<file path="src/rtl/core/boids_flocking_force_top_macros.svh">
// assertion helpers shared by the flocking force rtl
`ifndef BOIDS_FLOCKING_FORCE_TOP_MACROS_SVH
`define BOIDS_FLOCKING_FORCE_TOP_MACROS_SVH

// same-cycle implication, checked out of reset
`define BFF_ASSERT_IMP(lbl, ante, cons, msg) \
  lbl: assert property (@(posedge clk_i) disable iff (!rst_ni) (ante) |-> (cons)) \
    else $error(msg);

// next-cycle implication, checked out of reset
`define BFF_ASSERT_NXT(lbl, ante, cons, msg) \
  lbl: assert property (@(posedge clk_i) disable iff (!rst_ni) (ante) |=> (cons)) \
    else $error(msg);

`endif

</file>
<file path="src/rtl/core/bff_pkg.sv">
// ----------------------------------------------------------------------------
// bff_pkg
// shared types and constants of the flocking force unit
// ----------------------------------------------------------------------------
package bff_pkg;

  localparam int MAX_MEMBERS = 64;
  localparam int SLOT_W      = $clog2(MAX_MEMBERS);
  localparam int CFG_IDX_W   = 3;
  localparam int CFG_DATA_W  = 32;

  // register indexes
  localparam logic [CFG_IDX_W-1:0] CFG_SEP_RADIUS = 3'd0;
  localparam logic [CFG_IDX_W-1:0] CFG_ALI_RADIUS = 3'd1;
  localparam logic [CFG_IDX_W-1:0] CFG_COH_RADIUS = 3'd2;
  localparam logic [CFG_IDX_W-1:0] CFG_SEP_WEIGHT = 3'd3;
  localparam logic [CFG_IDX_W-1:0] CFG_ALI_WEIGHT = 3'd4;
  localparam logic [CFG_IDX_W-1:0] CFG_COH_WEIGHT = 3'd5;

  localparam logic STATUS_OK    = 1'b0;
  localparam logic STATUS_EMPTY = 1'b1;

  typedef enum logic [1:0] {
    FUNC_STORE  = 2'd0,
    FUNC_REMOVE = 2'd1,
    FUNC_QUERY  = 2'd2,
    FUNC_RSVD   = 2'd3
  } func_e;

  typedef enum logic [1:0] {
    OP_STORE  = 2'd0,
    OP_REMOVE = 2'd1,
    OP_QUERY  = 2'd2
  } op_e;

  typedef struct packed {
    logic [1:0]         func;
    logic [5:0]         slot;
    logic signed [31:0] pos_x;
    logic signed [31:0] pos_y;
    logic signed [31:0] pos_z;
    logic signed [23:0] vel_x;
    logic signed [23:0] vel_y;
    logic signed [23:0] vel_z;
  } in_item_t;

  typedef struct packed {
    logic signed [31:0] force_x;
    logic signed [31:0] force_y;
    logic signed [31:0] force_z;
    logic               status;
  } out_item_t;

  typedef struct packed {
    logic signed [31:0] pos_x;
    logic signed [31:0] pos_y;
    logic signed [31:0] pos_z;
    logic signed [23:0] vel_x;
    logic signed [23:0] vel_y;
    logic signed [23:0] vel_z;
  } member_t;

  typedef struct packed {
    op_e               op;
    logic [SLOT_W-1:0] slot;
    member_t           mbr;
  } cmd_t;

  typedef struct packed {
    logic [30:0] sep_radius;
    logic [30:0] ali_radius;
    logic [30:0] coh_radius;
    logic [15:0] sep_weight;
    logic [15:0] ali_weight;
    logic [15:0] coh_weight;
  } cfg_t;

  typedef struct packed {
    logic        start;
    logic [63:0] num;
    logic [63:0] den;
  } div_req_t;

  typedef struct packed {
    logic        busy;
    logic        done;
    logic [24:0] quot;
  } div_rsp_t;

  typedef struct packed {
    logic        start;
    logic [63:0] radicand;
  } sqrt_req_t;

  typedef struct packed {
    logic        busy;
    logic        done;
    logic [31:0] root;
  } sqrt_rsp_t;

endpackage

</file>
<file path="src/rtl/core/bff_queue.sv">
// ----------------------------------------------------------------------------
// bff_queue
// two-entry command queue between front and back
// ----------------------------------------------------------------------------
module bff_queue (
  input  logic          clk_i,
  input  logic          rst_ni,
  input  logic          push_i,
  input  bff_pkg::cmd_t data_i,
  output logic          full_o,
  input  logic          pop_i,
  output bff_pkg::cmd_t data_o,
  output logic          empty_o
);
  import bff_pkg::*;

  cmd_t       ent_q [2];
  logic       wr_q;
  logic       rd_q;
  logic [1:0] cnt_q;

  assign full_o  = (cnt_q == 2'd2);
  assign empty_o = (cnt_q == 2'd0);
  assign data_o  = ent_q[rd_q];

  always_ff @(posedge clk_i) begin
    if (push_i) begin
      ent_q[wr_q] <= data_i;
    end
  end

  always_ff @(posedge clk_i or negedge rst_ni) begin
    if (!rst_ni) begin
      wr_q  <= 1'b0;
      rd_q  <= 1'b0;
      cnt_q <= 2'd0;
    end else begin
      if (push_i) begin
        wr_q <= ~wr_q;
      end
      if (pop_i) begin
        rd_q <= ~rd_q;
      end
      case ({push_i, pop_i})
        2'b10:   cnt_q <= cnt_q + 2'd1;
        2'b01:   cnt_q <= cnt_q - 2'd1;
        default: cnt_q <= cnt_q;
      endcase
    end
  end

endmodule

</file>
<file path="config.mk">
export PLATFORM = sky130hd
export DESIGN_NAME = bff_queue
export DESIGN_NICKNAME = d
export VERILOG_FILES = /design/src/rtl/core/boids_flocking_force_top_macros.svh /design/src/rtl/core/bff_pkg.sv /design/src/rtl/core/bff_queue.sv
export SDC_FILE = /design/constraint.sdc
export NUM_CORES = 1
export LEC_CHECK = 0
export BUFFER_PORTS_ARGS = -buffer_cell sky130_fd_sc_hd__buf_2
export CAP_MARGIN = 20
export CORE_MARGIN = 2
export CORE_UTILIZATION = 40
export CTS_CLUSTER_DIAMETER = 30
export DETAILED_ROUTE_END_ITERATION = 7
export PLACE_DENSITY = 0.75
export REMOVE_ABC_BUFFERS = 1
export SYNTH_ARGS = -nofsm -noshare
export SYNTH_HDL_FRONTEND = slang
export SYNTH_SLANG_ARGS = --single-unit
</file>
<file path="constraint.sdc">
create_clock -name clk_i -period 9.85 [get_ports clk_i]
set_clock_uncertainty 0.1 [all_clocks]
set_input_delay 1.4775 -clock clk_i [delete_from_list [all_inputs] [get_ports clk_i]]
set_output_delay 1.4775 -clock clk_i [all_outputs]
set_load 0.01 [all_outputs]
</file>
==> metrics.txt <==
master of the slowest instance on the critical path buf_4; number of stages on the worst hold path 1; count of filler cells inserted in the layout 2,576; DR WL/cell 18.0 um; kind of capture point of the worst setup path output pin; area of the die about 35,000 um2; most common cell after layout, fill and taps aside buf_2; final critical path time including I/O delays and setup 4.95 ns; worst slack on hold paths 0.396 ns; Post-CTS Resized 0; via/cell ratio 4.58; startpoint kind of the worst setup timing path register; routed vias 6,872; required time reported for the critical path endpoint 8.27 ns; latest clock arrival within the worst-skew pair 0.55 ns; Min-Delay Startpoint cnt_q[1]; number of global-route vias before repair 7,505; commonest non-fill, non-tap cells in the layout buf_2 (357), edfxtp_1 (352), mux2_4 (130); internal cell power 0.00451 W; power per cell area 335 nW/um2; Syn-to-layout area delta 36.1%; starting density of the core around two fifths; sequential element share of the synthesized area ~79%; clock root buffer clkbuf_16; Worst R2R End ent_q[0][135]; Residual DRC 0; maximum single-stage delay on the critical path 0.86 ns; standard cell core area 33,300 um2; area share of the largest cell type after synthesis roughly four fifths; final weighted congestion of routability-driven global placement 0.730; endpoints failing setup 0; highest achievable clock rate roughly 200 MHz; library cell appearing most often on the critical path buf_4; mean area per synthesized cell 23.8 um2; Mapped Cells 564; post-detail-place hpwl 17,100 um; number of cell instances on the worst register-to-register path 3; First DRT Iteration DRCs 324; first-pass iteration count of the detailed router 4; sum of negative setup slack 0 ns; number of top-level design ports 358; DIE WIDTH 187 um; clock sink count between 300 and 400; total wirelength of the detailed-routed design 27,100 um; count of nets left with antenna violations after detail routing 0; depth of the CTS H-tree 3; peak supply drop 0.000283 V; pin slew with the least headroom to its limit 1.05 ns; worst slew margin relative to its limit a little under 30%; CTS tree done; # rows 67; setup repair bufs after CTS 0; wire length of the first global-routing pass 40,900 um; # Max-Cap Violations 0; category of the most critical setup path register to output pin; sequential share of power 34.3%; Critical path origin rd_q; status finished clean; R2R Path Start wr_q; summed instance area of the synthesized netlist 13,400 um2; highest net fanout along the worst path between 50 and 60; layout cell share with drive strength beyond 1 63.6%; Chip Height 187 um; overflow left after global routing 0; HP Class register to register; number of nets in the layout 1,168; RSZ-0062 raised after global routing no; relative contribution of the clock network to total power between 40% and 50%; GRT Overall Usage 15.3%; fin crit share 50.2%; initial antenna violation count 8; count of pins over their slew limit 0; TritonCTS buffer count 76; largest cells by area after synthesis edfxtp_1 (79%), mux2_4 (15%), mux2_2 (3.9%); WHS Endpoint cnt_q[1]; Switching Share 26.3%; net load switching power roughly 0.0016 W; cell chain of the critical path buf_4 > buf_4 > mux2_2 > buf_2; Yosys warnings 0; largest area contributor in the netlist edfxtp_1; Gate power share 24.1%; register-to-register path setup slack 7.31 ns; Static Leakage 7.37 nW; Post-CTS Hold Fix Bufs 0; clock edge transition at the registers on the reported setup and hold paths ~0.040 ns; number of hold violations in the final report 0; clock tree buffer depth 3; Port Buffers 357; Synth Register Bits 356; count of cell types in the netlist 13; Arrival @ worst endpoint 3.37 ns; maximum number of pins on one net before global-route repair 76
==> critical path, delay by kind of cell (launching register included) <==
family | cells | cell delay [ns]
buffers and inverters | 3 | 1.73
DFF | 1 | 0.57
muxes | 1 | 0.43
==> sequential cells by signal (all words and copies together) (netlist names) <==
name,cells
wr_q,1
rd_q,1
cnt_q,2
ent_q,352
==> through the flow <==
| step | worst slack, ns | total power, W | util [%] | instances | instance area (um2) |
|---|---|---|---|---|---|
| 3_5_place_dp | 5.45 | 0.00362 | 47.0 | 1357 | 15600 |
| 4_1_cts | 4.84 | 0.00621 | 54.9 | 1495 | 18300 |
| 3_3_place_gp | 5.47 | 0.00360 | 47.0 | 1357 | 15600 |
| 5_1_grt | 4.73 | 0.00637 | 54.9 | 1498 | 18300 |
| 6_report | 4.90 | 0.00613 | 54.9 | 1499 | 18300 |
| 2_1_floorplan | 0.126 | 0.00337 | - | 544 | 13200 |
==> metal layers <==
layer  part of all wire [%]  vias up  global-route usage (%)  routed length (um)
met4                    2.8        8                    7.78                 747
li1                       -     3136                       -                   -
met5                   0.21        -                       0                  58
met2                     50      312                    25.4               13500
met3                    9.2       61                    6.30                2490
met1                     38     3355                    16.8               10200
==> synth_stat cells <==
cell type    n
and2_1       1
buf_2        4
buf_6       16
dfrtp_1      4
edfxtp_1   352
ha_1         1
inv_1        1
mux2_2      46
mux2_4     130
nor2_1       3
nor2b_1      1
xnor2_1      2
xor2_1       3
==> power by group through the flow <==
| stage | sequential, W | combinational (W) | clock (W) |
|---|---|---|---|
| final | 0.00210 | 0.00148 | 0.00255 |
| after global routing | 0.00213 | 0.00157 | 0.00267 |
| after CTS | 0.00211 | 0.00150 | 0.00260 |
| after detailed placement | 0.00213 | 0.00149 | 0 |
| after global placement | 0.00211 | 0.00149 | 0 |
| after floorplan | 0.00230 | 0.00108 | 0 |
==> logic make-up after synthesis <==
kind of cell	after synthesis	synth area share (%)
xor gates and xnor gates	5	0.326
buffers and inverters	21	1.52
and+or+nand+nor	5	0.177
adders and majority gates	1	0.0932
DFF	356	79.5
muxes	176	18.4
==> cell type report <==
type	instances	area (um2)	area share [%]
clock buffers	82	1990	10.9
well taps	448	561	3.07
flip-flops and latches	356	10700	58.4
clock inverters	56	631	3.45
inverters	1	3.75	0.0205
diodes	4	10.0	0.0548
multi-input cells	187	2560	14.0
repair buffers	365	1850	10.1
==> how the worst max path moves through the flow <==
stage	end	slack, ns
after CTS	data_o[173]	4.84
after global placement	data_o[20]	5.47
after floorplan	ent_q[0][0]	0.13
after global routing	data_o[32]	4.73
final	data_o[173]	4.90
after detailed placement	data_o[32]	5.45
Power figures use the tool's default switching activity.
