`src/rtl/core/boids_flocking_force_top_macros.svh`:
```
// assertion helpers shared by the flocking force rtl
`ifndef BOIDS_FLOCKING_FORCE_TOP_MACROS_SVH
`define BOIDS_FLOCKING_FORCE_TOP_MACROS_SVH

// same-cycle implication, checked out of reset
`define BFF_ASSERT_IMP(lbl, ante, cons, msg) \
  lbl: assert property (@(posedge clk_i) disable iff (!rst_ni) (ante) |-> (cons)) \
    else $error(msg);

// next-cycle implication, checked out of reset
`define BFF_ASSERT_NXT(lbl, ante, cons, msg) \
  lbl: assert property (@(posedge clk_i) disable iff (!rst_ni) (ante) |=> (cons)) \
    else $error(msg);

`endif

```
`src/rtl/core/bff_pkg.sv`:
```
// ----------------------------------------------------------------------------
// bff_pkg
// shared types and constants of the flocking force unit
// ----------------------------------------------------------------------------
package bff_pkg;

  localparam int MAX_MEMBERS = 64;
  localparam int SLOT_W      = $clog2(MAX_MEMBERS);
  localparam int CFG_IDX_W   = 3;
  localparam int CFG_DATA_W  = 32;

  // register indexes
  localparam logic [CFG_IDX_W-1:0] CFG_SEP_RADIUS = 3'd0;
  localparam logic [CFG_IDX_W-1:0] CFG_ALI_RADIUS = 3'd1;
  localparam logic [CFG_IDX_W-1:0] CFG_COH_RADIUS = 3'd2;
  localparam logic [CFG_IDX_W-1:0] CFG_SEP_WEIGHT = 3'd3;
  localparam logic [CFG_IDX_W-1:0] CFG_ALI_WEIGHT = 3'd4;
  localparam logic [CFG_IDX_W-1:0] CFG_COH_WEIGHT = 3'd5;

  localparam logic STATUS_OK    = 1'b0;
  localparam logic STATUS_EMPTY = 1'b1;

  typedef enum logic [1:0] {
    FUNC_STORE  = 2'd0,
    FUNC_REMOVE = 2'd1,
    FUNC_QUERY  = 2'd2,
    FUNC_RSVD   = 2'd3
  } func_e;

  typedef enum logic [1:0] {
    OP_STORE  = 2'd0,
    OP_REMOVE = 2'd1,
    OP_QUERY  = 2'd2
  } op_e;

  typedef struct packed {
    logic [1:0]         func;
    logic [5:0]         slot;
    logic signed [31:0] pos_x;
    logic signed [31:0] pos_y;
    logic signed [31:0] pos_z;
    logic signed [23:0] vel_x;
    logic signed [23:0] vel_y;
    logic signed [23:0] vel_z;
  } in_item_t;

  typedef struct packed {
    logic signed [31:0] force_x;
    logic signed [31:0] force_y;
    logic signed [31:0] force_z;
    logic               status;
  } out_item_t;

  typedef struct packed {
    logic signed [31:0] pos_x;
    logic signed [31:0] pos_y;
    logic signed [31:0] pos_z;
    logic signed [23:0] vel_x;
    logic signed [23:0] vel_y;
    logic signed [23:0] vel_z;
  } member_t;

  typedef struct packed {
    op_e               op;
    logic [SLOT_W-1:0] slot;
    member_t           mbr;
  } cmd_t;

  typedef struct packed {
    logic [30:0] sep_radius;
    logic [30:0] ali_radius;
    logic [30:0] coh_radius;
    logic [15:0] sep_weight;
    logic [15:0] ali_weight;
    logic [15:0] coh_weight;
  } cfg_t;

  typedef struct packed {
    logic        start;
    logic [63:0] num;
    logic [63:0] den;
  } div_req_t;

  typedef struct packed {
    logic        busy;
    logic        done;
    logic [24:0] quot;
  } div_rsp_t;

  typedef struct packed {
    logic        start;
    logic [63:0] radicand;
  } sqrt_req_t;

  typedef struct packed {
    logic        busy;
    logic        done;
    logic [31:0] root;
  } sqrt_rsp_t;

endpackage

```
`src/rtl/core/bff_sqrt.sv`:
```
// ----------------------------------------------------------------------------
// bff_sqrt
// bitwise integer square root of a 64-bit value, one bit per cycle
// ----------------------------------------------------------------------------
module bff_sqrt (
  input  logic               clk_i,
  input  logic               rst_ni,
  input  bff_pkg::sqrt_req_t req_i,
  output bff_pkg::sqrt_rsp_t rsp_o
);
  import bff_pkg::*;

  logic        busy_q;
  logic        done_q;
  logic [5:0]  cnt_q;
  logic [63:0] n_q;
  logic [63:0] r_q;
  logic [63:0] b_q;
  logic [63:0] rb;

  assign rb = r_q + b_q;

  always_ff @(posedge clk_i or negedge rst_ni) begin
    if (!rst_ni) begin
      busy_q <= 1'b0;
      done_q <= 1'b0;
      cnt_q  <= '0;
      n_q    <= '0;
      r_q    <= '0;
      b_q    <= '0;
    end else begin
      done_q <= 1'b0;
      if (req_i.start) begin
        busy_q <= 1'b1;
        cnt_q  <= 6'd32;
        n_q    <= req_i.radicand;
        r_q    <= '0;
        b_q    <= 64'h4000_0000_0000_0000;
      end else if (busy_q) begin
        if (n_q >= rb) begin
          n_q <= n_q - rb;
          r_q <= (r_q >> 1) + b_q;
        end else begin
          r_q <= r_q >> 1;
        end
        b_q   <= b_q >> 2;
        cnt_q <= cnt_q - 6'd1;
        if (cnt_q == 6'd1) begin
          busy_q <= 1'b0;
          done_q <= 1'b1;
        end
      end
    end
  end

  assign rsp_o.busy = busy_q;
  assign rsp_o.done = done_q;
  assign rsp_o.root = r_q[31:0];

endmodule

```
`config.mk`:
```
export PLATFORM = sky130hd
export DESIGN_NAME = bff_sqrt
export DESIGN_NICKNAME = d
export VERILOG_FILES = /design/src/rtl/core/boids_flocking_force_top_macros.svh /design/src/rtl/core/bff_pkg.sv /design/src/rtl/core/bff_sqrt.sv
export SDC_FILE = /design/constraint.sdc
export NUM_CORES = 1
export LEC_CHECK = 0
export BUFFER_PORTS_ARGS = -buffer_cell sky130_fd_sc_hd__clkbuf_2
export CAP_MARGIN = 10
export CORE_MARGIN = 5
export CORE_UTILIZATION = 50
export DETAILED_ROUTE_END_ITERATION = 16
export GPL_TIMING_DRIVEN = 1
export PLACE_DENSITY_LB_ADDON = 0.08
export SLEW_MARGIN = 5
export SYNTH_ARGS = -nofsm -noshare
export SYNTH_HDL_FRONTEND = slang
export SYNTH_SLANG_ARGS = --single-unit
```
`constraint.sdc`:
```
create_clock -name clk_i -period 7.3 [get_ports clk_i]
set_clock_uncertainty 0.05 [all_clocks]
set_input_delay 2.19 -clock clk_i [delete_from_list [all_inputs] [get_ports clk_i]]
set_output_delay 2.19 -clock clk_i [all_outputs]
set_load 0.05 [all_outputs]
```
==> run summary <==
========================================================================================================
Run status ................................................................................ finished clean
Clock insertion delay at the later pin of the skew report .................................      0.46 ns
Final standard cell utilization of the core ...............................................        0.540
Max incr delay on CP ......................................................................      0.46 ns
Synthesized Nets ..........................................................................        2,242
Number of global-route vias before repair .................................................        13.7k
Hold Buf Count CTS ........................................................................            0
Number of core rows .......................................................................           65
Power per unit of standard cell area ......................................................  420 mW/mm^2
Number of nets in the layout ..............................................................        2,231
Top-level port count ......................................................................          101
Average routed wire per standard cell .....................................................      18.9 um
Storage element area ...................................................................... 0.00421 sq mm
Count leader, synth .......................................................................       nor2_1
Portion of the post-synthesis area used by sequential elements ............................        0.263
Die width .................................................................................       189 um
Synth Warn # ..............................................................................            0
Layout cell share with drive strength beyond 1 ............................................       0.0900
Number of flip-flops and latches in the synthesized netlist ...............................          168
Commonest cells in the synthesized netlist ................................................ nor2_1 (259), nand2_1 (202), a21oi_1 (173)
Area of the mapped netlist ................................................................ 0.0160 sq mm
Transition at the pin with the smallest max-transition slack ..............................     0.783 ns
Post-route fraction of the period consumed by the critical path ...........................        0.927
Global placement routability congestion ...................................................        0.922
Core area ................................................................................. 0.0316 sq mm
Library cell used as clock root buffer ....................................................    clkbuf_16
Die outline area .......................................................................... 0.0357 sq mm
Critical path launch point type ...........................................................         flop
Cts repair resizes ........................................................................            0
Share of the synthesized area in the top cell type ........................................        0.263
Tightest Hold Check Type .................................................................. flop to flop
Setup tns final ...........................................................................         0 ns
Cells along the critical path ............................................................. ha_1 -> a31oi_1 -> o21bai_1 -> a31oi_2 -> a31oi_1 -> a21boi_1 -> o31ai_1 -> a31oi_1 -> o21bai_1 -> a21oi_1 -> o21ai_1 -> a31oi_1 -> xor2_1 -> ha_1 -> nand4_1 -> or3_1 -> or3_1 -> a21oi_1 -> o31a_1 -> o21bai_4 -> buf_4 -> or3_1 -> a311oi_1
Number of DRC violations after detailed-routing iteration 0 ...............................        1,297
Total global routing track utilization ....................................................        0.255
Category of the most critical setup path .................................................. flop to flop
Kind of capture point of the worst setup path .............................................         flop
Unrepaired setup endpoints after global routing ...........................................           no
Worst-case headroom to the max-slew limit .................................................        0.478
Residual DRC count ........................................................................            0
Setup Viol. Count Final ...................................................................            0
Wirelength, routed ........................................................................    46,200 um
Fill cells ................................................................................        3,074
Number of distinct library cells after synthesis ..........................................           80
Cell types with the largest area share after synthesis .................................... dfrtp_1 (26%), ha_1 (10%), nor2_1 (6.1%), a21oi_1 (5.4%), xnor2_1 (5.0%)
Leakage Power .............................................................................   0.00761 uW
Maximum level of the CTS H-tree ...........................................................            4
Sum of overflow across all layers after global routing ....................................            0
Antenna violations before repair ..........................................................            0
ANT cells .................................................................................            0
Clock Sinks ...............................................................................          168
IO buf count ..............................................................................          100
DR vias ...................................................................................        14.9k
Max-slew violations .......................................................................            0
Synthesized area divided by synthesized cell count ........................................   7.84 sq um
Pwr Total .................................................................................      7160 uW
IR Drop Worst-Case VDD ....................................................................     0.277 mV
Ys async rst share ........................................................................         1.00
Area used by multi-input combinational logic .............................................. 0.0109 sq mm
Hold violation count in the final report ..................................................            0
Hold WS ...................................................................................     0.464 ns
Most frequent cell on the critical path ...................................................      a31oi_1
Combined buffer and inverter count along the critical path ................................            1
Pin count of the biggest net entering global routing ......................................          102
Detailed-routing iteration count for the pre-antenna-repair pass ..........................            6
Final worst path period need ..............................................................      6.77 ns
Initial core utilization ..................................................................        0.507
Required time of the critical path ........................................................      7.60 ns
Commonest register cell after synthesis ...................................................      dfrtp_1
# Max-Cap Violations ......................................................................            0
Post-CTS clock slew at the launch and capture registers of the worst setup and hold paths .      0.07 ns
Largest buffer count on any clock path ....................................................            2
Critical path's top delay family .......................................................... compound AO/OA/AOI/OAI gates
Die extent in y ...........................................................................       189 um
Cell taking the most area after synthesis .................................................      dfrtp_1
Crit path arrival time ....................................................................      7.06 ns
Antenna-violating nets left ...............................................................            0
Post-detailed-route via-to-cell ratio .....................................................         6.09
Global-route wire length before repair ....................................................    74,700 um
Achievable frequency ......................................................................    0.148 GHz
TritonCTS clock tree ......................................................................         done
Post-CTS Setup Inserts ....................................................................            0
Layout overhead on the synthesized area ...................................................        6.49%
Synth Instances ...........................................................................        2,042
Detailed placer's ending HPWL .............................................................    34,700 um
Critical-path maximum fanout ..............................................................           68
Number of CTS-inserted buffers ............................................................           17
Post-synth EDFFs ..........................................................................            0
Max stage delay cell, worst path ..........................................................      dfrtp_1
========================================================================================================
## cells by family after synthesis
logic type,Yosys count,synth area share
muxes,47,0.0295
DFF,168,0.263
xor gates and xnor gates,160,0.0876
buffers and inverters,203,0.0598
adders and majority gates,133,0.104
and+or+nand+nor,645,0.176
AOI/OAI and AO/OA,686,0.280
## per-stage QoR
stage,instance area [sq um],instances,worst slack [ns]
3_5_place_dp,16400,2414,0.553
5_1_grt,17000,2446,0.0249
6_report,17000,2446,0.534
2_1_floorplan,16000,2042,1.73
4_1_cts,17000,2446,0.502
3_3_place_gp,16400,2414,0.774
## sequential cells by signal, indices dropped and copies added, names as in the netlist
signal / flops
b_q: 32
cnt_q: 6
busy_q: 1
n_q: 64
r_q: 64
done_q: 1
## area by class of cell
| type | count | share of cell area |
|---|---|---|
| clock buffer | 21 | 0.0276 |
| clock inverter | 11 | 0.00661 |
| inverter | 53 | 0.0117 |
| multi-input combinational | 1671 | 0.637 |
| sequential | 168 | 0.247 |
| tap | 402 | 0.0295 |
| timing repair buffer | 120 | 0.0404 |
## metal layers
layer | global-route usage | routed length [um] | vias to the layer above
met4 | 0.0521 | 583 | 0
li1 | - | - | 7341
met2 | 0.364 | 19200 | 421
met3 | 0.0406 | 2740 | 37
met5 | 0 | 0 | -
met1 | 0.404 | 23700 | 7086
## worst paths after layout
| check | slack, ns | start | endpoint | cells after the start |
|---|---|---|---|---|
| worst max-delay path | 0.53 | r_q[2]$_DFFE_PN0P_ | r_q[27]$_DFFE_PN0P_ | 23 |
| worst min-delay path | 0.46 | cnt_q[4]$_DFFE_PN0P_ | done_q$_DFF_PN0_ | 1 |
| worst max register to register | 0.53 | r_q[2]$_DFFE_PN0P_ | r_q[27]$_DFFE_PN0P_ | 23 |
| worst min register to register | 0.46 | cnt_q[4]$_DFFE_PN0P_ | done_q$_DFF_PN0_ | 1 |
| max in group asynchronous | 4.47 | rst_ni | busy_q$_DFF_PN0_ | 2 |
| min in group asynchronous | 1.67 | rst_ni | n_q[12]$_DFFE_PN0P_ | 1 |
## cell usage in the layout, fill, tap and decap left out, types with 34 or more instances in the layout
cell type / instances
nor2_1: 259
o21ai_0: 146
inv_1: 52
a211oi_1: 42
mux2i_1: 46
nand2_1: 202
a21oi_1: 173
a31oi_1: 65
xor2_1: 68
ha_1: 132
o21bai_1: 36
a21o_1: 51
xnor2_1: 92
clkbuf_2: 98
nand4_1: 34
dfrtp_1: 167
## power breakdown
part	internal (uW)	switching [uW]	total, uW	leakage (uW)
logic	1820	2930	4740	0.00515
clock network	503	432	936	0.000279
registers	1180	294	1480	0.00219
## worst register-to-register path, stage by stage, from the launching register on
cell and delay, ns:
dfrtp_1 0.46, ha_1 0.38, a31oi_1 0.14, o21bai_1 0.32
a31oi_2 0.19, a31oi_1 0.32, a21boi_1 0.17, o31ai_1 0.33
a31oi_1 0.21, o21bai_1 0.31, a21oi_1 0.18, o21ai_1 0.23
a31oi_1 0.13, xor2_1 0.17, ha_1 0.40, nand4_1 0.18
or3_1 0.43, or3_1 0.38, a21oi_1 0.13, o31a_1 0.25
o21bai_4 0.15, buf_4 0.35, or3_1 0.49, a311oi_1 0.30
(Power assumes the default switching activity.)
