<file path="config.mk">
export PLATFORM = sky130hd
export DESIGN_NAME = bff_div
export DESIGN_NICKNAME = d
export VERILOG_FILES = /design/src/rtl/core/boids_flocking_force_top_macros.svh /design/src/rtl/core/bff_pkg.sv /design/src/rtl/core/bff_div.sv
export SDC_FILE = /design/constraint.sdc
export NUM_CORES = 1
export LEC_CHECK = 0
export BUFFER_PORTS_ARGS = -buffer_cell sky130_fd_sc_hd__buf_2
export CAP_MARGIN = 20
export CORE_MARGIN = 1
export CORE_UTILIZATION = 64
export DETAILED_ROUTE_END_ITERATION = 8
export GPL_ROUTABILITY_DRIVEN = 0
export PLACE_DENSITY_LB_ADDON = 0.08
export SETUP_SLACK_MARGIN = 0.05
export SLEW_MARGIN = 20
export SYNTH_ARGS = -nofsm -noshare
export SYNTH_HDL_FRONTEND = slang
export SYNTH_SLANG_ARGS = --single-unit
</file>
<file path="constraint.sdc">
create_clock -name clk_i -period 4.99 [get_ports clk_i]
set_input_delay 0.7485 -clock clk_i [delete_from_list [all_inputs] [get_ports clk_i]]
set_output_delay 0.7485 -clock clk_i [all_outputs]
set_load 0.02 [all_outputs]
</file>
<file path="src/rtl/core/boids_flocking_force_top_macros.svh">
// assertion helpers shared by the flocking force rtl
`ifndef BOIDS_FLOCKING_FORCE_TOP_MACROS_SVH
`define BOIDS_FLOCKING_FORCE_TOP_MACROS_SVH

// same-cycle implication, checked out of reset
`define BFF_ASSERT_IMP(lbl, ante, cons, msg) \
  lbl: assert property (@(posedge clk_i) disable iff (!rst_ni) (ante) |-> (cons)) \
    else $error(msg);

// next-cycle implication, checked out of reset
`define BFF_ASSERT_NXT(lbl, ante, cons, msg) \
  lbl: assert property (@(posedge clk_i) disable iff (!rst_ni) (ante) |=> (cons)) \
    else $error(msg);

`endif

</file>
<file path="src/rtl/core/bff_pkg.sv">
// ----------------------------------------------------------------------------
// bff_pkg
// shared types and constants of the flocking force unit
// ----------------------------------------------------------------------------
package bff_pkg;

  localparam int MAX_MEMBERS = 64;
  localparam int SLOT_W      = $clog2(MAX_MEMBERS);
  localparam int CFG_IDX_W   = 3;
  localparam int CFG_DATA_W  = 32;

  // register indexes
  localparam logic [CFG_IDX_W-1:0] CFG_SEP_RADIUS = 3'd0;
  localparam logic [CFG_IDX_W-1:0] CFG_ALI_RADIUS = 3'd1;
  localparam logic [CFG_IDX_W-1:0] CFG_COH_RADIUS = 3'd2;
  localparam logic [CFG_IDX_W-1:0] CFG_SEP_WEIGHT = 3'd3;
  localparam logic [CFG_IDX_W-1:0] CFG_ALI_WEIGHT = 3'd4;
  localparam logic [CFG_IDX_W-1:0] CFG_COH_WEIGHT = 3'd5;

  localparam logic STATUS_OK    = 1'b0;
  localparam logic STATUS_EMPTY = 1'b1;

  typedef enum logic [1:0] {
    FUNC_STORE  = 2'd0,
    FUNC_REMOVE = 2'd1,
    FUNC_QUERY  = 2'd2,
    FUNC_RSVD   = 2'd3
  } func_e;

  typedef enum logic [1:0] {
    OP_STORE  = 2'd0,
    OP_REMOVE = 2'd1,
    OP_QUERY  = 2'd2
  } op_e;

  typedef struct packed {
    logic [1:0]         func;
    logic [5:0]         slot;
    logic signed [31:0] pos_x;
    logic signed [31:0] pos_y;
    logic signed [31:0] pos_z;
    logic signed [23:0] vel_x;
    logic signed [23:0] vel_y;
    logic signed [23:0] vel_z;
  } in_item_t;

  typedef struct packed {
    logic signed [31:0] force_x;
    logic signed [31:0] force_y;
    logic signed [31:0] force_z;
    logic               status;
  } out_item_t;

  typedef struct packed {
    logic signed [31:0] pos_x;
    logic signed [31:0] pos_y;
    logic signed [31:0] pos_z;
    logic signed [23:0] vel_x;
    logic signed [23:0] vel_y;
    logic signed [23:0] vel_z;
  } member_t;

  typedef struct packed {
    op_e               op;
    logic [SLOT_W-1:0] slot;
    member_t           mbr;
  } cmd_t;

  typedef struct packed {
    logic [30:0] sep_radius;
    logic [30:0] ali_radius;
    logic [30:0] coh_radius;
    logic [15:0] sep_weight;
    logic [15:0] ali_weight;
    logic [15:0] coh_weight;
  } cfg_t;

  typedef struct packed {
    logic        start;
    logic [63:0] num;
    logic [63:0] den;
  } div_req_t;

  typedef struct packed {
    logic        busy;
    logic        done;
    logic [24:0] quot;
  } div_rsp_t;

  typedef struct packed {
    logic        start;
    logic [63:0] radicand;
  } sqrt_req_t;

  typedef struct packed {
    logic        busy;
    logic        done;
    logic [31:0] root;
  } sqrt_rsp_t;

endpackage

</file>
<file path="src/rtl/core/bff_div.sv">
// ----------------------------------------------------------------------------
// bff_div
// restoring divider, one quotient bit per cycle, 25-bit quotient
// ----------------------------------------------------------------------------
module bff_div (
  input  logic              clk_i,
  input  logic              rst_ni,
  input  bff_pkg::div_req_t req_i,
  output bff_pkg::div_rsp_t rsp_o
);
  import bff_pkg::*;

  logic        busy_q;
  logic        done_q;
  logic [4:0]  cnt_q;
  logic [63:0] rem_q;
  logic [63:0] den_q;
  logic [24:0] num_q;
  logic [24:0] quot_q;
  logic [64:0] trial;
  logic [64:0] diff;
  logic        qbit;

  // caller guarantees num[63:25] < den
  always_comb begin
    trial = {rem_q, num_q[24]};
    diff  = trial - {1'b0, den_q};
    qbit  = (trial >= {1'b0, den_q});
  end

  always_ff @(posedge clk_i or negedge rst_ni) begin
    if (!rst_ni) begin
      busy_q <= 1'b0;
      done_q <= 1'b0;
      cnt_q  <= '0;
      rem_q  <= '0;
      den_q  <= '0;
      num_q  <= '0;
      quot_q <= '0;
    end else begin
      done_q <= 1'b0;
      if (req_i.start) begin
        busy_q <= 1'b1;
        cnt_q  <= 5'd25;
        rem_q  <= {25'b0, req_i.num[63:25]};
        num_q  <= req_i.num[24:0];
        den_q  <= req_i.den;
        quot_q <= '0;
      end else if (busy_q) begin
        rem_q  <= qbit ? diff[63:0] : trial[63:0];
        num_q  <= {num_q[23:0], 1'b0};
        quot_q <= {quot_q[23:0], qbit};
        cnt_q  <= cnt_q - 5'd1;
        if (cnt_q == 5'd1) begin
          busy_q <= 1'b0;
          done_q <= 1'b1;
        end
      end
    end
  end

  assign rsp_o.busy = busy_q;
  assign rsp_o.done = done_q;
  assign rsp_o.quot = quot_q;

endmodule

</file>
==> results by group, run 1 <==
STA
  – Setup TNS: 0 ps
  – RSZ-0062 raised after global routing: no
  – Hold Vio Cnt, Final: 0
  – Slew HR: 30.5%
  – Layout Skew: 15.3 ps
  – Pin slew with the least headroom to its limit: 1040 ps
  – Fin Hold WS: 411 ps
  – Period utilisation layout: 85.5%
  – Max Slew Vio Count: 0
  – Final min period: 4260 ps
  – Finish-stage setup viols: 0
  – Fmax: 0.235 GHz

Global route
  – GR Overflow Total: 0
  – Number of global-route vias before repair: 10391
  – First-pass GRT wire length: 50.9 mm
  – Initial antenna violation count: 0
  – Total GRT Usage: 32.1%
  – Largest net degree at the start of global routing: 118

Pwr
  – Leakage: 0.00693 uW
  – Pwr Density: 564 nW/um^2
  – Peak supply drop: 324 uV

Setup path
  – Crit path required time: 5320 ps
  – Bufs and invs on worst path: 1
  – Slowest stage cell, crit path: o31a_2
  – CP cell instances: ha_1, a21o_1, a21o_1, a221oi_2, a21oi_1, o21ai_1, o21a_2, o31a_2, buf_4, mux2i_1, a211oi_1, a21o_1
  – Cell mode on critical path: a21o_1
  – CP max stage delay: 740 ps
  – Kind of critical path: reg2reg
  – Top Family by Delay on Critical Path: compound AO/OA/AOI/OAI gates
  – Reg-to-reg setup timing slack: 730 ps
  – Crit start category: register
  – Crit-path max FO: 45
  – Crit path arrival time: 4600 ps
  – Setup crit end kind: register

Clocking
  – Clock insertion delay at the later pin of the skew report: 450 ps
  – Root buf cell: clkbuf_16
  – Clk slew on worst S/H paths: 80 ps
  – Clk buf depth: 2
  – Clk sinks: 185
  – H-Tree Depth: 4
  – Post-CTS Resized: 0
  – CTS Hold Buffers Added: 0
  – Setup Buffers After CTS: 0
  – CTS buffer count: 17
  – CTS tree: built

Finish
  – Final Core Density: 72.6%
  – Final nets: 1750
  – Ant diodes: 0
  – Share of layout cells above drive strength 1: 14.0%
  – Fill cell count: 1460
  – Area growth from synthesis to layout: 11.2%

Drt
  – Via count: 11000
  – # DRC: 0
  – Final ANT Viol Nets: 0
  – Drt initial violations: 921
  – Avg WL per Cell: 17.1 um
  – WL final: 30.7 mm
  – First drt pass iteration count: 5
  – Vias per cell: 6.12

Synth
  – Register area share after synthesis: 37.9%
  – Most common cell in the netlist: nand2_1
  – Synth Net Count: 1655
  – Post-Syn Area: 12200 um^2
  – Synth Area per Inst: 8.38 um^2
  – Top cell type by total area after synthesis: dfrtp_1
  – Post-synth EDFFs: 0
  – Synth cell count leaders: 204 x nand2_1, 185 x dfrtp_1, 150 x nor2_1, 132 x o21ai_0, 97 x a21oi_1
  – Warnings from Yosys: 0
  – Async S/R FF share, synth: 100%
  – FF+latch count, synth: 185
  – Ys flop type: dfrtp_1
  – Mapped Cells: 1457
  – Ranking of synthesized cells by area: dfrtp_1 38%, ha_1 6.8%, nand2_1 6.3%
  – Synth cell types: 80
  – Share of the synthesized area in the top cell type: 37.9%

Placement
  – IO buf count: 157
  – Hpwl dp: 21.9 mm

Floorplan
  – IO Pins: 158
  – Core Footprint: 18700 um^2
  – Die X: 140 um
  – Die Y-Extent: 140 um
  – Floorplan row count: 50
  – Die ar.: 19600 um^2
  – Starting density of the core: 65.3%

Status
  – Status: finished, final reports clean

Job
  – Max-Cap Viols: 0

Hold path
  – HP Class: in2async
report_power, final:
group	internal (uW)	switching, uW	total (uW)	leakage, uW
Combinational	1700	2600	4300	0.00434
Clock	666	674	1340	0.000274
Sequential	1800	231	2030	0.00231
worst paths after layout:
check / to / depth (start not counted) / startpoint
setup reg to reg: rem_q[1] / 12 / rem_q[9]
hold reg to reg: den_q[55] / 2 / den_q[55]
max in group asynchronous: busy_q / 2 / rst_ni
hold / removal: den_q[15] / 1 / rst_ni
min in group clk_i: num_q[4] / 3 / req_i[68]
setup / recovery: rem_q[1] / 12 / rem_q[9]
state kept, by name (all words and copies together), names as in the netlist:
name / flops
rem_q: 64
busy_q: 1
den_q: 64
quot_q: 25
done_q: 1
cnt_q: 5
num_q: 25
metal layers:
metal  global-route usage [%]  routed length (um)  vias to the layer above
met5                        0                   0                        -
met4                     11.3                 794                        0
met3                     6.09                1990                       70
met2                     50.5               13900                      445
met1                     44.4               13900                     5151
li1                         -                   -                     5334
stage by stage:
stage | power (uW) | area, um^2 | cells | setup WS [ps]
detailed placement | 6220 | 13000 | 1767 | 908
global route | 8210 | 13600 | 1798 | 567
finish | 7670 | 13600 | 1798 | 726
global placement | 6150 | 13000 | 1767 | 996
floorplan | 5320 | 12200 | 1457 | 1820
CTS | 7590 | 13600 | 1798 | 815
area by class of cell:
| class | instances | area, um^2 | share of cell area (%) |
|---|---|---|---|
| multi-input combinational | 1091 | 6850 | 50.4 |
| sequential | 185 | 4630 | 34.1 |
| timing repair buffer | 166 | 883 | 6.50 |
| clock buffer | 17 | 425 | 3.13 |
| inverter | 91 | 342 | 2.51 |
| tap | 234 | 293 | 2.16 |
| clock inverter | 14 | 159 | 1.17 |
cell usage in the layout (no fill, tap or decap), types with 4 or more instances in the layout:
master,instances
inv_1,90
buf_4,8
o211a_1,5
or4_1,4
nand4_1,21
nand3_1,20
nor2b_1,4
clkinv_8,4
a22o_1,27
o21a_1,8
nor2_1,150
clkbuf_16,17
dfrtp_1,184
ha_1,66
a2bb2oi_1,5
a21o_1,35
mux2i_1,53
and3_1,11
a221oi_1,4
buf_2,155
nor4_1,8
o21bai_1,19
a311oi_1,7
o211ai_1,39
inv_8,4
xnor2_1,32
o21ai_0,132
a211oi_1,19
nor3_1,14
a21oi_1,97
nand2_1,204
o221ai_1,4
or3_1,9
and2_1,4
a31oi_1,6
a21boi_0,4
xor2_1,20
worst register-to-register path, cell delays in order (launching register included):
cell and delay [ps]:
dfrtp_1 410, ha_1 410, a21o_1 230, a21o_1 190, a221oi_2 360, a21oi_1 150
o21ai_1 390, o21a_2 250, o31a_2 740, buf_4 460, mux2i_1 250, a211oi_1 100
a21o_1 210
cell families after synthesis:
family	share of synthesized area (%)
mux	4.56
compound gates	24.6
fa+ha+maj	6.92
flops	37.9
xor+xnor	3.73
buf+inv	6.02
simple gates	16.3
(Power assumes the default switching activity.)
==> run 2: changes to the inputs <==
Settings changed: CORE_UTILIZATION 64 to 59, CTS_CLUSTER_DIAMETER set to 40, MAX_ROUTING_LAYER set to met4.
Clock period 4.99 ns to 4.2 ns, I/O delays scaled along.
==> run 2 against run 1 <==
Global-route usage decreased by 0.073 points. Clock power grew 22%. Worst hold slack got worse by 190 ps. Flip-flop and latch count is the same. Sequential share of layout area down 0.30 points. Power is 20% higher. Setup slack got worse by 420 ps. Fmax grew 9.5%. Register-to-register slack got worse by 420 ps. Count of clock-buffer cells in the layout grew 1. Largest power group unchanged.
==> results by group, run 2 (same netlist as run 1, synthesis figures left out) <==
Setup path
  – Top Family by Delay on Critical Path: compound AO/OA/AOI/OAI gates
  – Crit path arrival time: 4240 ps
  – Slowest stage cell, crit path: o41ai_2
  – CP cell instances: inv_1, ha_1, inv_1, fa_1, a211oi_1, o211ai_1, a41oi_1, nor4_1, o41ai_2, a21boi_1, o211ai_1, mux2i_1, o21ai_0, a211oi_1
  – Crit path required time: 4550 ps
  – Setup crit end kind: register
  – Kind of critical path: reg2reg
  – CP max stage delay: 490 ps
  – Crit-path max FO: 5
  – Crit start category: register
  – Bufs and invs on worst path: 2

STA
  – Layout Skew: 14.5 ps
  – Finish-stage setup viols: 0
  – Hold Vio Cnt, Final: 0
  – Fmax: 0.257 GHz
  – Final min period: 3890 ps
  – Pin slew with the least headroom to its limit: 722 ps
  – Period utilisation layout: 92.7%
  – Slew HR: 51.9%
  – Setup TNS: 0 ps
  – Fin Hold WS: 224 ps
  – RSZ-0062 raised after global routing: no
  – Max Slew Vio Count: 0

Floorplan
  – Die Y-Extent: 146 um
  – Die ar.: 21300 um^2
  – Die X: 146 um
  – Floorplan row count: 52
  – Core Footprint: 20200 um^2
  – Starting density of the core: 60.4%
  – IO Pins: 158

Global route
  – Initial antenna violation count: 0
  – Number of global-route vias before repair: 10783
  – Total GRT Usage: 32.0%
  – Largest net degree at the start of global routing: 134
  – First-pass GRT wire length: 53.4 mm
  – GR Overflow Total: 0

Placement
  – Hpwl dp: 22.6 mm
  – IO buf count: 157

Pwr
  – Leakage: 0.00698 uW
  – Tot Pwr: 9210 uW
  – Peak supply drop: 461 uV
  – Pwr Density: 672 nW/um^2

Drt
  – Drt initial violations: 970
  – WL final: 31.6 mm
  – Via count: 11086
  – Vias per cell: 6.02
  – Avg WL per Cell: 17.2 um
  – # DRC: 0
  – Final ANT Viol Nets: 0
  – First drt pass iteration count: 5

Clocking
  – Setup Buffers After CTS: 0
  – Clk slew on worst S/H paths: 80 ps
  – H-Tree Depth: 4
  – Clk sinks: 185
  – CTS Hold Buffers Added: 0
  – Clock insertion delay at the later pin of the skew report: 450 ps
  – CTS tree: built
  – CTS buffer count: 17
  – Clk buf depth: 2
  – Post-CTS Resized: 0
  – Root buf cell: clkbuf_16

Finish
  – Biggest registers after layout: den_q: 64 flops, rem_q: 64 flops
  – Share of layout cells above drive strength 1: 14.3%
  – Register area: 4630 um^2
  – Most common cell after layout, fill and taps aside: nand2_1
  – Area growth from synthesis to layout: 12.2%
  – Final nets: 1756
  – Commonest cells after routing, fill and taps aside: 204 x nand2_1, 184 x dfrtp_1, 155 x buf_2
  – Fill cell count: 1735
  – Ant diodes: 0
  – Multi-input logic area: 6850 um^2

Job
  – Max-Cap Viols: 0

Status
  – Status: finished, final reports clean

Hold path
  – HP Class: in2async
run 2: cell count changes in the layout (fill, tap and decap cells not counted), sizes merged:
cell	previous run	this run
buf	164	170
clkbuf	19	20
clkinvlp	3	0
inv	94	97
run 2: worst paths after layout:
kind | start | endpoint | slack [ps] | cells past startpoint
max | num_q[24] | rem_q[60] | 310 | 14
min in group clk_i | req_i[66] | num_q[2] | 380 | 3
max in group asynchronous | rst_ni | rem_q[47] | 3010 | 2
min | rst_ni | num_q[20] | 220 | 1
max reg2reg | num_q[24] | rem_q[60] | 310 | 14
min reg2reg | den_q[58] | den_q[58] | 530 | 2
run 2: stage by stage:
stage	instances	util, %	cell area, um^2	setup slack (ps)
2_1_floorplan	1457	-	12200	1030
3_3_place_gp	1809	64.8	13100	582
3_5_place_dp	1809	64.8	13100	495
4_1_cts	1841	67.7	13700	386
5_1_grt	1841	67.7	13700	150
6_report	1841	67.7	13700	307
run 2: cell type report:
cell class	count	share of cell area [%]
multi-input cells	1091	50.0
flip-flops and latches	185	33.8
inverters	91	2.49
clock inverters	14	1.26
repair buffers	172	6.87
well taps	270	2.46
clock buffers	18	3.13
run 2: report_power, final:
group / internal [uW] / switching, uW
sequential: 2140 / 278
clock: 809 / 830
combinational: 2060 / 3100
run 2: routing by layer:
layer	GRT usage [%]	up-vias	wire length (um)
met5	-	-	0
met4	11.1	0	863
li1	-	5352	-
met3	5.52	76	2040
met1	42.0	5246	14000
met2	50.0	412	14700
run 2: worst register-to-register path: stages (launching register included):
cell      delay [ps]
dfrtp_1          400
inv_1             60
ha_1             170
inv_1             60
fa_1             440
a211oi_1         410
o211ai_1         190
a41oi_1          390
nor4_1           130
o41ai_2          490
a21boi_1         250
o211ai_1         280
mux2i_1          200
o21ai_0          110
a211oi_1         220
==> run 3: changes to the inputs <==
Settings changed: CORE_UTILIZATION 59 to 64.
Clock period 4.2 ns to 4.7 ns, I/O delays scaled along.
==> run 3 against run 2 <==
Combinational power is 12% lower. The flow now finishes with violations (design-rule violations). Largest power group unchanged. Power is 11% lower. Critical path depth is 2 lower. Worst hold slack better by 72 ps. Clock power is 10% lower. Routed wire length is 3.3% lower. First-iteration DRC count is 5.6% higher.
==> results by group, run 3 (same netlist as run 1, synthesis figures left out) <==
Clocking
  – CTS Hold Buffers Added: 0
  – H-Tree Depth: 4
  – Clk slew on worst S/H paths: 80 ps
  – Root buf cell: clkbuf_16
  – Clk sinks: 185
  – Clock insertion delay at the later pin of the skew report: 440 ps
  – Setup Buffers After CTS: 0
  – CTS tree: built
  – CTS buffer count: 17
  – Post-CTS Resized: 0
  – Clk buf depth: 2

Drt
  – Vias per cell: 6.13
  – Drt initial violations: 1024
  – Avg WL per Cell: 17.0 um
  – Final ANT Viol Nets: 0
  – WL final: 30.5 mm
  – First drt pass iteration count: 7
  – # DRC: 1
  – Via count: 11032

Setup path
  – Crit path required time: 4980 ps
  – Crit-path max FO: 42
  – Reg-to-reg setup timing slack: 660 ps
  – Kind of critical path: reg2reg
  – Crit path arrival time: 4320 ps
  – Number of cells on the worst reg-to-reg path: 12
  – CP max stage delay: 730 ps
  – Setup crit end kind: register
  – Crit start category: register
  – Crit Reg-Reg Startpoint: rem_q[7]
  – Slowest stage cell, crit path: o31a_2
  – Cell mode on critical path: a21oi_1
  – Worst r2r dst: rem_q[38]
  – CP cell instances: ha_1, a21oi_1, o21ai_0, a221oi_2, a21oi_1, o21ai_1, o21a_2, o31a_2, buf_4, nor2_2, nand2_1, o221ai_1

Hold path
  – HP Class: in2async

Global route
  – Met1 Usage GRT: 44.1%
  – Largest net degree at the start of global routing: 179
  – Grt met2 use: 50.3%
  – First-pass GRT wire length: 50.4 mm
  – Initial antenna violation count: 0
  – Gr busiest metal: met2
  – Total GRT Usage: 32.7%
  – Number of global-route vias before repair: 10259
  – GR Overflow Total: 0
  – Met3 Track Usage GR: 4.38%

STA
  – Layout Skew: 10.6 ps
  – Setup TNS: 0 ps
  – Final min period: 4040 ps
  – Slew HR: 32.5%
  – Final WS setup: 660 ps
  – Fmax: 0.248 GHz
  – Hold Vio Cnt, Final: 0
  – Max Slew Vio Count: 0
  – Pin slew with the least headroom to its limit: 1010 ps
  – Period utilisation layout: 86.0%
  – RSZ-0062 raised after global routing: no
  – Finish-stage setup viols: 0

Status
  – Violations in the final reports: design-rule violations
  – Status: finished with violations

Finish
  – Ant diodes: 0
  – Post-Layout Cell Count: 1799
  – Register area: 4630 um^2
  – Biggest registers after layout: den_q: 64 flops, rem_q: 64 flops
  – Share of layout cells above drive strength 1: 14.1%
  – Area growth from synthesis to layout: 11.3%
  – Most common cell after layout, fill and taps aside: nand2_1
  – Multi-input logic area: 6850 um^2
  – Fill cell count: 1470
  – Commonest cells after routing, fill and taps aside: 204 x nand2_1, 184 x dfrtp_1, 155 x buf_2
  – Final nets: 1750

Floorplan
  – Die ar.: 19600 um^2
  – IO Pins: 158
  – Die X: 140 um
  – Die Y-Extent: 140 um
  – Floorplan row count: 50
  – Core Footprint: 18700 um^2
  – Starting density of the core: 65.3%

Pwr
  – Tot Pwr: 8170 uW
  – Pwr Density: 601 nW/um^2
  – Peak supply drop: 302 uV
  – Leakage: 0.00694 uW

Placement
  – Hpwl dp: 21.5 mm
  – Place WS: 777 ps
  – IO buf count: 157
  – Placed insts: 1767

Job
  – Max-Cap Viols: 0
## run 3: cell count changes in the layout (fill, tap and decap cells not counted), sizes merged
cell    delta
buf        -6
clkbuf     -1
inv        +1
## run 3: per-stage QoR
step           hold slack, ps  util, %  cell area [um^2]
2_1_floorplan             409        -             12200
3_3_place_gp              497     69.5             13000
3_5_place_dp              513     69.5             13000
4_1_cts                   357     72.7             13600
5_1_grt                   369     72.7             13600
6_report                  296     72.7             13600
## run 3: critical path: cells and delay by family, from the launching register on
family | cells | cell delay [ps]
simple gates | 2 | 310
buf+inv | 1 | 430
flops | 1 | 410
compound gates | 8 | 2310
fa+ha+maj | 1 | 410
## run 3: worst max path at each step
| stage | start | endpoint | slack [ps] | cells past startpoint |
|---|---|---|---|---|
| floorplan | num_q[24] | rem_q[60] | 1530 | 14 |
| global placement | rem_q[9] | rem_q[38] | 880 | 12 |
| detailed placement | rem_q[9] | rem_q[38] | 780 | 12 |
| CTS | rem_q[9] | rem_q[38] | 740 | 12 |
| global route | rem_q[7] | rem_q[38] | 400 | 12 |
| finish | rem_q[7] | rem_q[38] | 660 | 12 |
## run 3: per-layer routing
metal | vias up | wire [um]
met5 | - | 0
met4 | 0 | 951
met3 | 87 | 1860
met2 | 442 | 13800
met1 | 5170 | 13900
li1 | 5333 | -
## run 3: layout make-up
class | instances | area share (%)
sequential | 185 | 34.1
multi-input combinational | 1091 | 50.4
clock inverter | 15 | 1.27
clock buffer | 17 | 3.13
inverter | 91 | 2.51
tap | 234 | 2.15
timing repair buffer | 166 | 6.50
## run 3: where the power goes
| part | total (uW) | internal (uW) | switching [uW] |
|---|---|---|---|
| Clock | 1470 | 721 | 746 |
| Combinational | 4540 | 1810 | 2740 |
| Sequential | 2160 | 1910 | 254 |
| Total | 8170 | 4440 | 3740 |
